`config.mk`:
```
export PLATFORM = sky130hd
export DESIGN_NAME = bpa_ctrl
export DESIGN_NICKNAME = d
export VERILOG_FILES = /design/src/hw/rtl/bpa_pkg.sv /design/src/hw/rtl/bpa_ctrl.sv
export SDC_FILE = /design/constraint.sdc
export NUM_CORES = 1
export LEC_CHECK = 0
export ABC_AREA = 0
export BUFFER_PORTS_ARGS = -buffer_cell sky130_fd_sc_hd__buf_4
export CORE_ASPECT_RATIO = 1.5
export CORE_MARGIN = 2
export CORE_UTILIZATION = 55
export DETAILED_ROUTE_END_ITERATION = 7
export PLACE_DENSITY = 0.78
export SLEW_MARGIN = 10
export SYNTH_ARGS = -nofsm -noshare
export SYNTH_HDL_FRONTEND = slang
export SYNTH_SLANG_ARGS = --single-unit
```
`constraint.sdc`:
```
create_clock -name clock -period 2.1 [get_ports clock]
set_clock_uncertainty 0.1 [all_clocks]
set_input_delay 0.21 -clock clock [delete_from_list [all_inputs] [get_ports clock]]
set_output_delay 0.21 -clock clock [all_outputs]
set_load 0.01 [all_outputs]
```
`src/hw/rtl/bpa_pkg.sv`:
```
// Shared types, codes and constants of the buddy page allocator.
`timescale 1ns / 1ps

package bpa_pkg;

   localparam int NUM_PAGES_DEF   = 1024;
   localparam int ORDER_COUNT_DEF = 10;
   localparam int HUGE_ORDER_DEF  = 9;

   localparam int CMD_W       = 2;
   localparam int PAGE_W      = 10;
   localparam int QORD_W      = 4;
   localparam int ORD_OUT_W   = 4;
   localparam int CNT_OUT_W   = 11;
   localparam int ORD_STORE_W = 4;
   localparam int ORD_W       = 5;

   localparam logic [CMD_W-1:0] CMD_ALLOC = 2'd0;
   localparam logic [CMD_W-1:0] CMD_FREE  = 2'd1;
   localparam logic [CMD_W-1:0] CMD_QUERY = 2'd2;

   typedef enum logic [4:0] {
      ST_CLEAR, ST_IDLE, ST_DISPATCH, ST_SEARCH, ST_UNL_RD, ST_UNL_WR,
      ST_SPLIT, ST_SPLIT_CHK, ST_SPLIT_DAT, ST_SPLIT_PUSH,
      ST_PUSH, ST_PUSH_DAT, ST_PUSH_LINK,
      ST_FREE_RD, ST_FREE_DAT, ST_MERGE, ST_MERGE_DAT, ST_MERGE_UPD,
      ST_MERGE_UPD2, ST_FIN, ST_RSP_ZERO, ST_RSP_BLOCK, ST_RSP_QUERY
   } state_type;

   typedef enum logic [4:0] {
      DP_NOP, DP_CLEAR, DP_LOAD, DP_SRCH_NEXT, DP_TAKE, DP_LINK_RD, DP_UNL_WR,
      DP_SPLIT_STEP, DP_ALLOC_END, DP_META_RD_BUD, DP_LIDX_RD, DP_SPLIT_MARK,
      DP_PUSH_SOLO, DP_PUSH_RD, DP_PUSH_LINK1, DP_PUSH_LINK2,
      DP_META_RD_PG, DP_FREE_ORD, DP_MERGE_RD, DP_MERGE_TAKE, DP_MERGE_UPD,
      DP_MERGE_UPD2, DP_FIN, DP_RSP_ZERO, DP_RSP_BLOCK, DP_RSP_QUERY
   } dp_op_type;

   typedef struct packed {
      dp_op_type op;
      logic      take;
   } dp_cmd_type;

   typedef struct packed {
      logic             req_valid;
      logic [CMD_W-1:0] cmd;
      logic             page_bad;
      logic             srch_out;
      logic             cnt_zero;
      logic             split_more;
      logic             split_bud_ok;
      logic             rd_free;
      logic             ord_match;
      logic             merge_go;
      logic             slot_free;
      logic             clr_last;
   } dp_status_type;

endpackage

```
`src/hw/rtl/bpa_ctrl.sv`:
```
// Sequencer that steps the datapath through allocate, free and query.
`timescale 1ns / 1ps

module bpa_ctrl (
   input  logic                   clock,
   input  logic                   reset,
   input  bpa_pkg::dp_status_type st,
   output bpa_pkg::dp_cmd_type    dp
);

   bpa_pkg::state_type state_ff, state_in;
   bpa_pkg::state_type ret_ff, ret_in;

   always_ff @(posedge clock) begin
      if (reset) begin
         state_ff <= bpa_pkg::ST_CLEAR;
         ret_ff   <= bpa_pkg::ST_IDLE;
      end else begin
         state_ff <= state_in;
         ret_ff   <= ret_in;
      end
   end

   always_comb begin
      state_in = state_ff;
      ret_in   = ret_ff;
      case (state_ff)
         bpa_pkg::ST_CLEAR: if (st.clr_last) state_in = bpa_pkg::ST_IDLE;
         bpa_pkg::ST_IDLE: if (st.req_valid) state_in = bpa_pkg::ST_DISPATCH;
         bpa_pkg::ST_DISPATCH: begin
            case (st.cmd)
               bpa_pkg::CMD_ALLOC: state_in = bpa_pkg::ST_SEARCH;
               bpa_pkg::CMD_FREE:
                  state_in = st.page_bad ? bpa_pkg::ST_RSP_ZERO : bpa_pkg::ST_FREE_RD;
               bpa_pkg::CMD_QUERY: state_in = bpa_pkg::ST_RSP_QUERY;
               default: state_in = bpa_pkg::ST_RSP_ZERO;
            endcase
         end
         bpa_pkg::ST_SEARCH: begin
            if (st.srch_out) begin
               state_in = bpa_pkg::ST_RSP_ZERO;
            end else if (!st.cnt_zero) begin
               state_in = bpa_pkg::ST_UNL_RD;
               ret_in   = bpa_pkg::ST_SPLIT;
            end
         end
         bpa_pkg::ST_UNL_RD: state_in = bpa_pkg::ST_UNL_WR;
         bpa_pkg::ST_UNL_WR: state_in = ret_ff;
         bpa_pkg::ST_SPLIT: begin
            if (!st.split_more) state_in = bpa_pkg::ST_RSP_BLOCK;
            else if (st.split_bud_ok) state_in = bpa_pkg::ST_SPLIT_CHK;
         end
         bpa_pkg::ST_SPLIT_CHK: state_in = bpa_pkg::ST_SPLIT_DAT;
         bpa_pkg::ST_SPLIT_DAT: begin
            if (st.rd_free) begin
               state_in = bpa_pkg::ST_UNL_RD;
               ret_in   = bpa_pkg::ST_SPLIT_PUSH;
            end else begin
               state_in = bpa_pkg::ST_SPLIT_PUSH;
            end
         end
         bpa_pkg::ST_SPLIT_PUSH: begin
            state_in = bpa_pkg::ST_PUSH;
            ret_in   = bpa_pkg::ST_SPLIT;
         end
         bpa_pkg::ST_PUSH: state_in = st.cnt_zero ? ret_ff : bpa_pkg::ST_PUSH_DAT;
         bpa_pkg::ST_PUSH_DAT: state_in = bpa_pkg::ST_PUSH_LINK;
         bpa_pkg::ST_PUSH_LINK: state_in = ret_ff;
         bpa_pkg::ST_FREE_RD: state_in = bpa_pkg::ST_FREE_DAT;
         bpa_pkg::ST_FREE_DAT:
            state_in = st.rd_free ? bpa_pkg::ST_RSP_ZERO : bpa_pkg::ST_MERGE;
         bpa_pkg::ST_MERGE:
            state_in = st.merge_go ? bpa_pkg::ST_MERGE_DAT : bpa_pkg::ST_FIN;
         bpa_pkg::ST_MERGE_DAT: begin
            if (st.rd_free && st.ord_match) begin
               state_in = bpa_pkg::ST_UNL_RD;
               ret_in   = bpa_pkg::ST_MERGE_UPD;
            end else begin
               state_in = bpa_pkg::ST_FIN;
            end
         end
         bpa_pkg::ST_MERGE_UPD: state_in = bpa_pkg::ST_MERGE_UPD2;
         bpa_pkg::ST_MERGE_UPD2: state_in = bpa_pkg::ST_MERGE;
         bpa_pkg::ST_FIN: begin
            state_in = bpa_pkg::ST_PUSH;
            ret_in   = bpa_pkg::ST_RSP_BLOCK;
         end
         bpa_pkg::ST_RSP_ZERO, bpa_pkg::ST_RSP_BLOCK, bpa_pkg::ST_RSP_QUERY:
            if (st.slot_free) state_in = bpa_pkg::ST_IDLE;
         default: state_in = bpa_pkg::ST_IDLE;
      endcase
   end

   always_comb begin
      dp.op   = bpa_pkg::DP_NOP;
      dp.take = 1'b0;
      case (state_ff)
         bpa_pkg::ST_CLEAR: dp.op = bpa_pkg::DP_CLEAR;
         bpa_pkg::ST_IDLE: begin
            dp.take = 1'b1;
            if (st.req_valid) dp.op = bpa_pkg::DP_LOAD;
         end
         bpa_pkg::ST_SEARCH: begin
            if (!st.srch_out)
               dp.op = st.cnt_zero ? bpa_pkg::DP_SRCH_NEXT : bpa_pkg::DP_TAKE;
         end
         bpa_pkg::ST_UNL_RD: dp.op = bpa_pkg::DP_LINK_RD;
         bpa_pkg::ST_UNL_WR: dp.op = bpa_pkg::DP_UNL_WR;
         bpa_pkg::ST_SPLIT:
            dp.op = st.split_more ? bpa_pkg::DP_SPLIT_STEP : bpa_pkg::DP_ALLOC_END;
         bpa_pkg::ST_SPLIT_CHK: dp.op = bpa_pkg::DP_META_RD_BUD;
         bpa_pkg::ST_SPLIT_DAT: if (st.rd_free) dp.op = bpa_pkg::DP_LIDX_RD;
         bpa_pkg::ST_SPLIT_PUSH: dp.op = bpa_pkg::DP_SPLIT_MARK;
         bpa_pkg::ST_PUSH:
            dp.op = st.cnt_zero ? bpa_pkg::DP_PUSH_SOLO : bpa_pkg::DP_PUSH_RD;
         bpa_pkg::ST_PUSH_DAT: dp.op = bpa_pkg::DP_PUSH_LINK1;
         bpa_pkg::ST_PUSH_LINK: dp.op = bpa_pkg::DP_PUSH_LINK2;
         bpa_pkg::ST_FREE_RD: dp.op = bpa_pkg::DP_META_RD_PG;
         bpa_pkg::ST_FREE_DAT: if (!st.rd_free) dp.op = bpa_pkg::DP_FREE_ORD;
         bpa_pkg::ST_MERGE: if (st.merge_go) dp.op = bpa_pkg::DP_MERGE_RD;
         bpa_pkg::ST_MERGE_DAT:
            if (st.rd_free && st.ord_match) dp.op = bpa_pkg::DP_MERGE_TAKE;
         bpa_pkg::ST_MERGE_UPD: dp.op = bpa_pkg::DP_MERGE_UPD;
         bpa_pkg::ST_MERGE_UPD2: dp.op = bpa_pkg::DP_MERGE_UPD2;
         bpa_pkg::ST_FIN: dp.op = bpa_pkg::DP_FIN;
         bpa_pkg::ST_RSP_ZERO: if (st.slot_free) dp.op = bpa_pkg::DP_RSP_ZERO;
         bpa_pkg::ST_RSP_BLOCK: if (st.slot_free) dp.op = bpa_pkg::DP_RSP_BLOCK;
         bpa_pkg::ST_RSP_QUERY: if (st.slot_free) dp.op = bpa_pkg::DP_RSP_QUERY;
         default: dp.op = bpa_pkg::DP_NOP;
      endcase
   end

endmodule

```
==> flow_summary_export.csv, run 1 <==
group,metric,value,unit
clock_network,numClockSinks,10,
synth,synth_commonest_cells,"22 x nor2_1, 20 x a21oi_1, 18 x nand2_1",
sta,maxSlewViolCount,0,
die,start_util,0.578,
placement,placed_cells,237,
synth,synth_enable_flop_cells,0,
sta,relSlewSlack,0.736,
synth,synth_compound_area_frac,0.338,
clock_network,clockBufferDepth,2,
finish,drive_gt1_frac,0.292,
routing,via_per_inst,7.03,
clock_network,postCtsHoldBufs,0,
worst_setup_path,crit_family,"simple AND/OR/NAND/NOR gates",
die,core,0.00223,mm²
placement,gp_routability_congestion,0.977,
routing,wire_per_inst,19.3,µm
hold_path,hold_class,"in2reg",
die,rows,21,
synth,ys_ff_latch,10,
synth,synth_xor_area_frac,0.00679,
finish,stdcell_count,242,
worst_setup_path,critPathKind,"reg2out",
placement,io_buffers,20,
die,fp.dieH,63.3,µm
routing,ant_nets,0,
worst_setup_path,cp_slowest_cell,"or3b_4",
finish,seqCellArea,211,µm²
routing,firstDrtPassIters,5,
synth,synth.most_common_cell,"nor2_1",
sta,fmax,487,MHz
worst_setup_path,crit_path_cell_trace,"or3b_4, nor4b_4, nor3_1, nand4_1, buf_4",
synth,syn-num-nets,207,
routing,num_vias,1701,
finish,multi_input_comb_area,0.00106,mm²
synth,synth_mux_area_frac,0.00776,
synth,synthTopCellsByArea,"dfxtp_1 16%, a21oi_1 7.8%, nor2_1 6.4%, buf_2 5.4%, nand2_1 5.2%",
clock_network,cts.htree.levels,1,
worst_setup_path,cp_num_buf_inv,1,
clock_network,cts_made_buffers,3,
sta,hold_violations,0,
sta,setup_violations,0,
grt,grt_antenna_before_repair,0,
synth,synth_top_family_by_area,"simple AND/OR/NAND/NOR gates",
synth,synth.distinct_cells,52,
worst_setup_path,critPathCaptureType,"output port",
grt,grt_overflow,0,
sta,fin_crit_sh,0.978,
clock_network,clk_pin_slew,0.06,ns
synth,yosys.area.top_type,"dfxtp_1",
worst_setup_path,crit_required,1.79,ns
finish,area_growth,28.0,%
clock_network,cts_tree,"done",
sta,fin_setup_tns,0,ns
die,die_area,0.00276,mm²
sta,worst_pin_slew,0.393,ns
grt,grt_pass1_wl,7.72,mm
sta,min_period,2.05,ns
pwr,peakVddDrop,783,µV
pwr,p_per_area,1190,mW/mm²
synth,ys.flop_type,"dfxtp_1",
worst_setup_path,worstPathArrival,1.74,ns
grt,grt_max_degree,20,
die,top_level_ports,21,
worst_setup_path,slowest_delay,0.42,ns
finish,n_fill_cell,195,
flow_run,drv_cap,0,
run_status,status,"complete, no violations",
synth,seq_area_frac_synth,0.155,
routing,drt_iter0_drc,107,
grt,first_global_vias,1622,
grt,grt_use_total,0.365,
synth,yosys_warnings,0,
synth,async_flop_share,0,
synth,yosys.area_share.simple,0.421,
worst_setup_path,critPathLaunchType,"register",
placement,hpwl,3.54,mm
finish,n_antenna_cell,0,
worst_setup_path,cp_max_fo,6,
routing,drt-total-wl,4.67,mm
pwr,leakage,0.650,nW
synth,syn_area,0.00129,mm²
synth,avgSynthCellArea,6.72,µm²
finish,nets,236,
clock_network,clock_latency,0.26,ns
synth,synth_adder_area_share,0,
clock_network,root_buffer,"clkbuf_4",
synth,netlist_instances,192,
die,fp.dieW,43.5,µm
routing,drc_errors,0,
synth,synth_top_area_frac,0.155,
-- flip-flops by register name, summed over array words and instances, names as in the netlist --
name,cells
state_ff,5
ret_ff,5
-- final timing paths --
check | startpoint | depth (start not counted) | slack (ns) | to
max | state_ff[4] | 5 | 0.05 | dp[2]
min | reset | 2 | 0.08 | state_ff[1]
max reg2reg | state_ff[4] | 6 | 0.17 | state_ff[2]
min reg2reg | ret_ff[1] | 2 | 0.34 | ret_ff[1]
-- power breakdown --
part           total (mW)  switching [mW]  internal (mW)
combinational        1.49           0.840          0.654
clock               0.127          0.0612         0.0660
sequential          0.337          0.0780          0.259
total                1.96           0.979          0.980
-- cell families after synthesis --
logic type	after synthesis
compound gates	63
xor+xnor	1
buf+inv	20
flops	10
mux	1
simple gates	97
-- metal layers --
| metal | vias to the layer above | routed length, µm | global-route usage | share of wire |
|---|---|---|---|---|
| met5 | - | 0 | 0 | 0 |
| li1 | 777 | - | - | - |
| met2 | 125 | 2340 | 0.614 | 0.50 |
| met3 | 37 | 328 | 0.0487 | 0.070 |
| met1 | 762 | 1690 | 0.423 | 0.36 |
| met4 | 0 | 317 | 0.208 | 0.068 |
-- timing repair --
| item | 4_1_cts | 5_1_grt |
|---|---|---|
| resized for setup | 6 | 15 |
| setup buffers | 0 | 2 |
| pin swaps | 0 | 4 |
| setup endpoints to repair | 3 | 4 |
-- stage by stage --
step	total power, mW	utilization	worst slack, ns	instance area [µm²]	hold WS, ns
after floorplan	1.21	-	0.366	1290	0.318
after global placement	1.64	0.689	0.202	1540	0.326
after detailed placement	1.67	0.689	0.113	1540	0.331
after CTS	1.83	0.706	-0.00215	1580	0.0620
after global routing	2.10	0.739	-0.0178	1650	0.0791
final	1.96	0.739	0.0467	1650	0.0773
-- placed cells by master, fill, tap and decap left out, drive strengths merged, types with 2 or more instances in the layout --
| cell type | netlist | layout |
|---|---|---|
| nand2b | 9 | 9 |
| o211ai | 2 | 2 |
| o221ai | 2 | 2 |
| and2 | 3 | 3 |
| o211a | 2 | 2 |
| nor4 | 3 | 3 |
| and3b | 2 | 2 |
| a211oi | 5 | 5 |
| nor3b | 3 | 3 |
| a21oi | 20 | 20 |
| a221oi | 2 | 2 |
| o21ai | 9 | 9 |
| nand3 | 4 | 4 |
| a31oi | 3 | 3 |
| a2111o | 2 | 2 |
| dfxtp | 10 | 10 |
| a31o | 2 | 2 |
| and3 | 2 | 2 |
| nor2 | 23 | 23 |
| nand2 | 18 | 18 |
| or3 | 2 | 2 |
| inv | 4 | 4 |
| a221o | 2 | 2 |
| nand4 | 4 | 4 |
| or3b | 3 | 3 |
| nor3 | 9 | 9 |
| clkbuf | 2 | 3 |
| a311oi | 2 | 2 |
| nor2b | 8 | 8 |
| buf | 14 | 40 |
| o22ai | 2 | 2 |
-- cell type report --
type | instances | share of cell area
multi-input cells | 162 | 0.640
repair buffers | 40 | 0.192
flip-flops and latches | 10 | 0.128
well taps | 23 | 0.0174
clock buffers | 3 | 0.0136
inverters | 4 | 0.00909
Note: power is estimated with default switching activity, not from simulation.
==> inputs of run 2 (changes only) <==
--- a/config.mk
+++ b/config.mk
@@ -7,11 +7,14 @@
 export LEC_CHECK = 0
 export ABC_AREA = 0
 export BUFFER_PORTS_ARGS = -buffer_cell sky130_fd_sc_hd__buf_4
+export CELL_PAD_IN_SITES_DETAIL_PLACEMENT = 0
+export CELL_PAD_IN_SITES_GLOBAL_PLACEMENT = 1
 export CORE_ASPECT_RATIO = 1.5
 export CORE_MARGIN = 2
-export CORE_UTILIZATION = 55
+export CORE_UTILIZATION = 40
 export DETAILED_ROUTE_END_ITERATION = 7
-export PLACE_DENSITY = 0.78
+export PLACE_DENSITY_LB_ADDON = 0.1
+export SETUP_SLACK_MARGIN = 0.4
 export SLEW_MARGIN = 10
 export SYNTH_ARGS = -nofsm -noshare
 export SYNTH_HDL_FRONTEND = slang
==> flow_summary_export.csv, run 2 (same netlist as run 1, synthesis figures left out) <==
group,metric,value,unit
routing,firstDrtPassIters,4,
clock_network,cts.htree.levels,1,
die,die_area,0.00370,mm²
die,core,0.00313,mm²
placement,hpwl,3.66,mm
worst_setup_path,cp_max_fo,8,
worst_setup_path,r2r-end,"state_ff[1]",
clock_network,clock_latency,0.24,ns
finish,drive_gt1_frac,0.335,
worst_setup_path,r2r_start,"state_ff[1]",
sta,fin_setup_tns,0,ns
clock_network,clk_pin_slew,0.05,ns
flow_run,drv_cap,0,
grt,grt_use_total,0.264,
worst_setup_path,worst_path_most_repeated_cell,"buf_4",
routing,via_per_inst,6.29,
clock_network,cts_made_buffers,3,
worst_setup_path,r2r_slack,0.13,ns
finish,stdcell_count,267,
routing,drt_iter0_drc,93,
worst_setup_path,worstPathArrival,1.73,ns
worst_setup_path,cp_slowest_cell,"or3b_4",
sta,rsz0062_at_grt,"true",
sta,fin_crit_sh,0.969,
clock_network,numClockSinks,10,
die,fp.dieH,73.6,µm
sta,fmax,491,MHz
grt,grt_overflow,0,
routing,drc_errors,0,
worst_setup_path,crit_end,"dp[1]",
die,start_util,0.412,
grt,grt_pass1_wl,7.45,mm
worst_setup_path,crit_required,1.79,ns
sta,relSlewSlack,0.725,
finish,area_growth,39.0,%
finish,n_antenna_cell,0,
routing,num_vias,1679,
die,fp.dieW,50.4,µm
pwr,peakVddDrop,744,µV
placement,io_buffers,20,
pwr,leakage,0.712,nW
worst_setup_path,slowest_delay,0.42,ns
clock_network,cts_tree,"done",
worst_setup_path,crit_path_cell_trace,"or3b_4, nor4b_4, buf_4, nor3b_2, o221ai_1, buf_4",
pwr,totalPowerFinal,2.17,mW
routing,wire_per_inst,18.4,µm
finish,layout_commonest_cell,"buf_4",
grt,grt_antenna_before_repair,0,
finish,mostFrequentLayoutCells,"43 x buf_4, 20 x nor2_1, 20 x a21oi_1",
finish,fin_area,0.00179,mm²
grt,first_global_vias,1575,
finish,n_fill_cell,310,
placement,gp_routability_congestion,0.938,
pwr,p_per_area,1210,mW/mm²
placement,placed_cells,256,
worst_setup_path,critPathKind,"reg2out",
clock_network,clockBufferDepth,2,
worst_setup_path,critPathLaunchType,"register",
routing,drt-total-wl,4.90,mm
finish,reg_top3,"ret_ff x5, state_ff x5",
worst_setup_path,critPathCaptureType,"output port",
grt,grt_max_degree,17,
routing,ant_nets,0,
finish,nets,243,
sta,setup_violations,0,
sta,worst_pin_slew,0.407,ns
sta,hold_violations,0,
run_status,status,"complete, no violations",
clock_network,postCtsHoldBufs,0,
hold_path,hold_class,"in2reg",
worst_setup_path,ff2ff_path_depth,8,
die,top_level_ports,21,
placement,dpl_cell_area,0.00156,mm²
clock_network,root_buffer,"clkbuf_8",
sta,min_period,2.04,ns
die,rows,25,
worst_setup_path,crit_start,"state_ff[3]",
sta,maxSlewViolCount,0,
[run 2: cell count changes in the layout (fill, tap and decap cells not counted), sizes merged]
cell and delta:
clkbuf +1, buf +7
[run 2: area by class of cell]
type	instances	area [µm²]	share of cell area
inverter	4	15.0	0.00837
clock buffer	4	55.1	0.0307
multi-input combinational	162	1080	0.604
sequential	10	219	0.122
timing repair buffer	47	372	0.207
tap	40	50.0	0.0279
[run 2: worst min path at each step]
stage	slack (ns)	endpoint	from	depth (start not counted)
2_1_floorplan	0.32	ret_ff[1]	ret_ff[1]	2
3_3_place_gp	0.35	ret_ff[1]	ret_ff[1]	2
3_5_place_dp	0.36	ret_ff[1]	ret_ff[1]	2
4_1_cts	0.10	state_ff[0]	reset	2
5_1_grt	0.10	state_ff[0]	reset	2
6_report	0.10	state_ff[0]	reset	2
[run 2: worst max-delay path, delay by kind of cell (launching register included)]
kind,cells,cell delay [ns]
and+or+nand+nor,3,0.72
DFF,1,0.37
buffers and inverters,2,0.33
AOI/OAI and AO/OA,1,0.06
[run 2: where the power goes]
part	switching, mW	internal (mW)
Combinational	0.852	0.708
Sequential	0.0913	0.268
Clock	0.0835	0.165
[run 2: layer usage]
layer	wire length [µm]	track usage
met3	327	0.0325
met2	2510	0.490
met5	0	0
met4	289	0.150
met1	1770	0.284
[run 2: repair_timing]
action / CTS / global route
buffers inserted: 4 / 3
gates cloned: 0 / 0
setup endpoints to repair: 16 / 16
endpoints found under the hold margin: 0 / 0
pin swaps: 8 / 8
gates resized for setup: 20 / 11
[run 2: through the flow]
stage               hold WS [ns]  setup WS [ns]   util
floorplan                  0.318          0.390      -
global placement           0.347         0.0625  0.500
detailed placement         0.365          0.111  0.500
CTS                        0.101         0.0612  0.549
global route               0.103        0.00970  0.573
finish                     0.101         0.0642  0.573
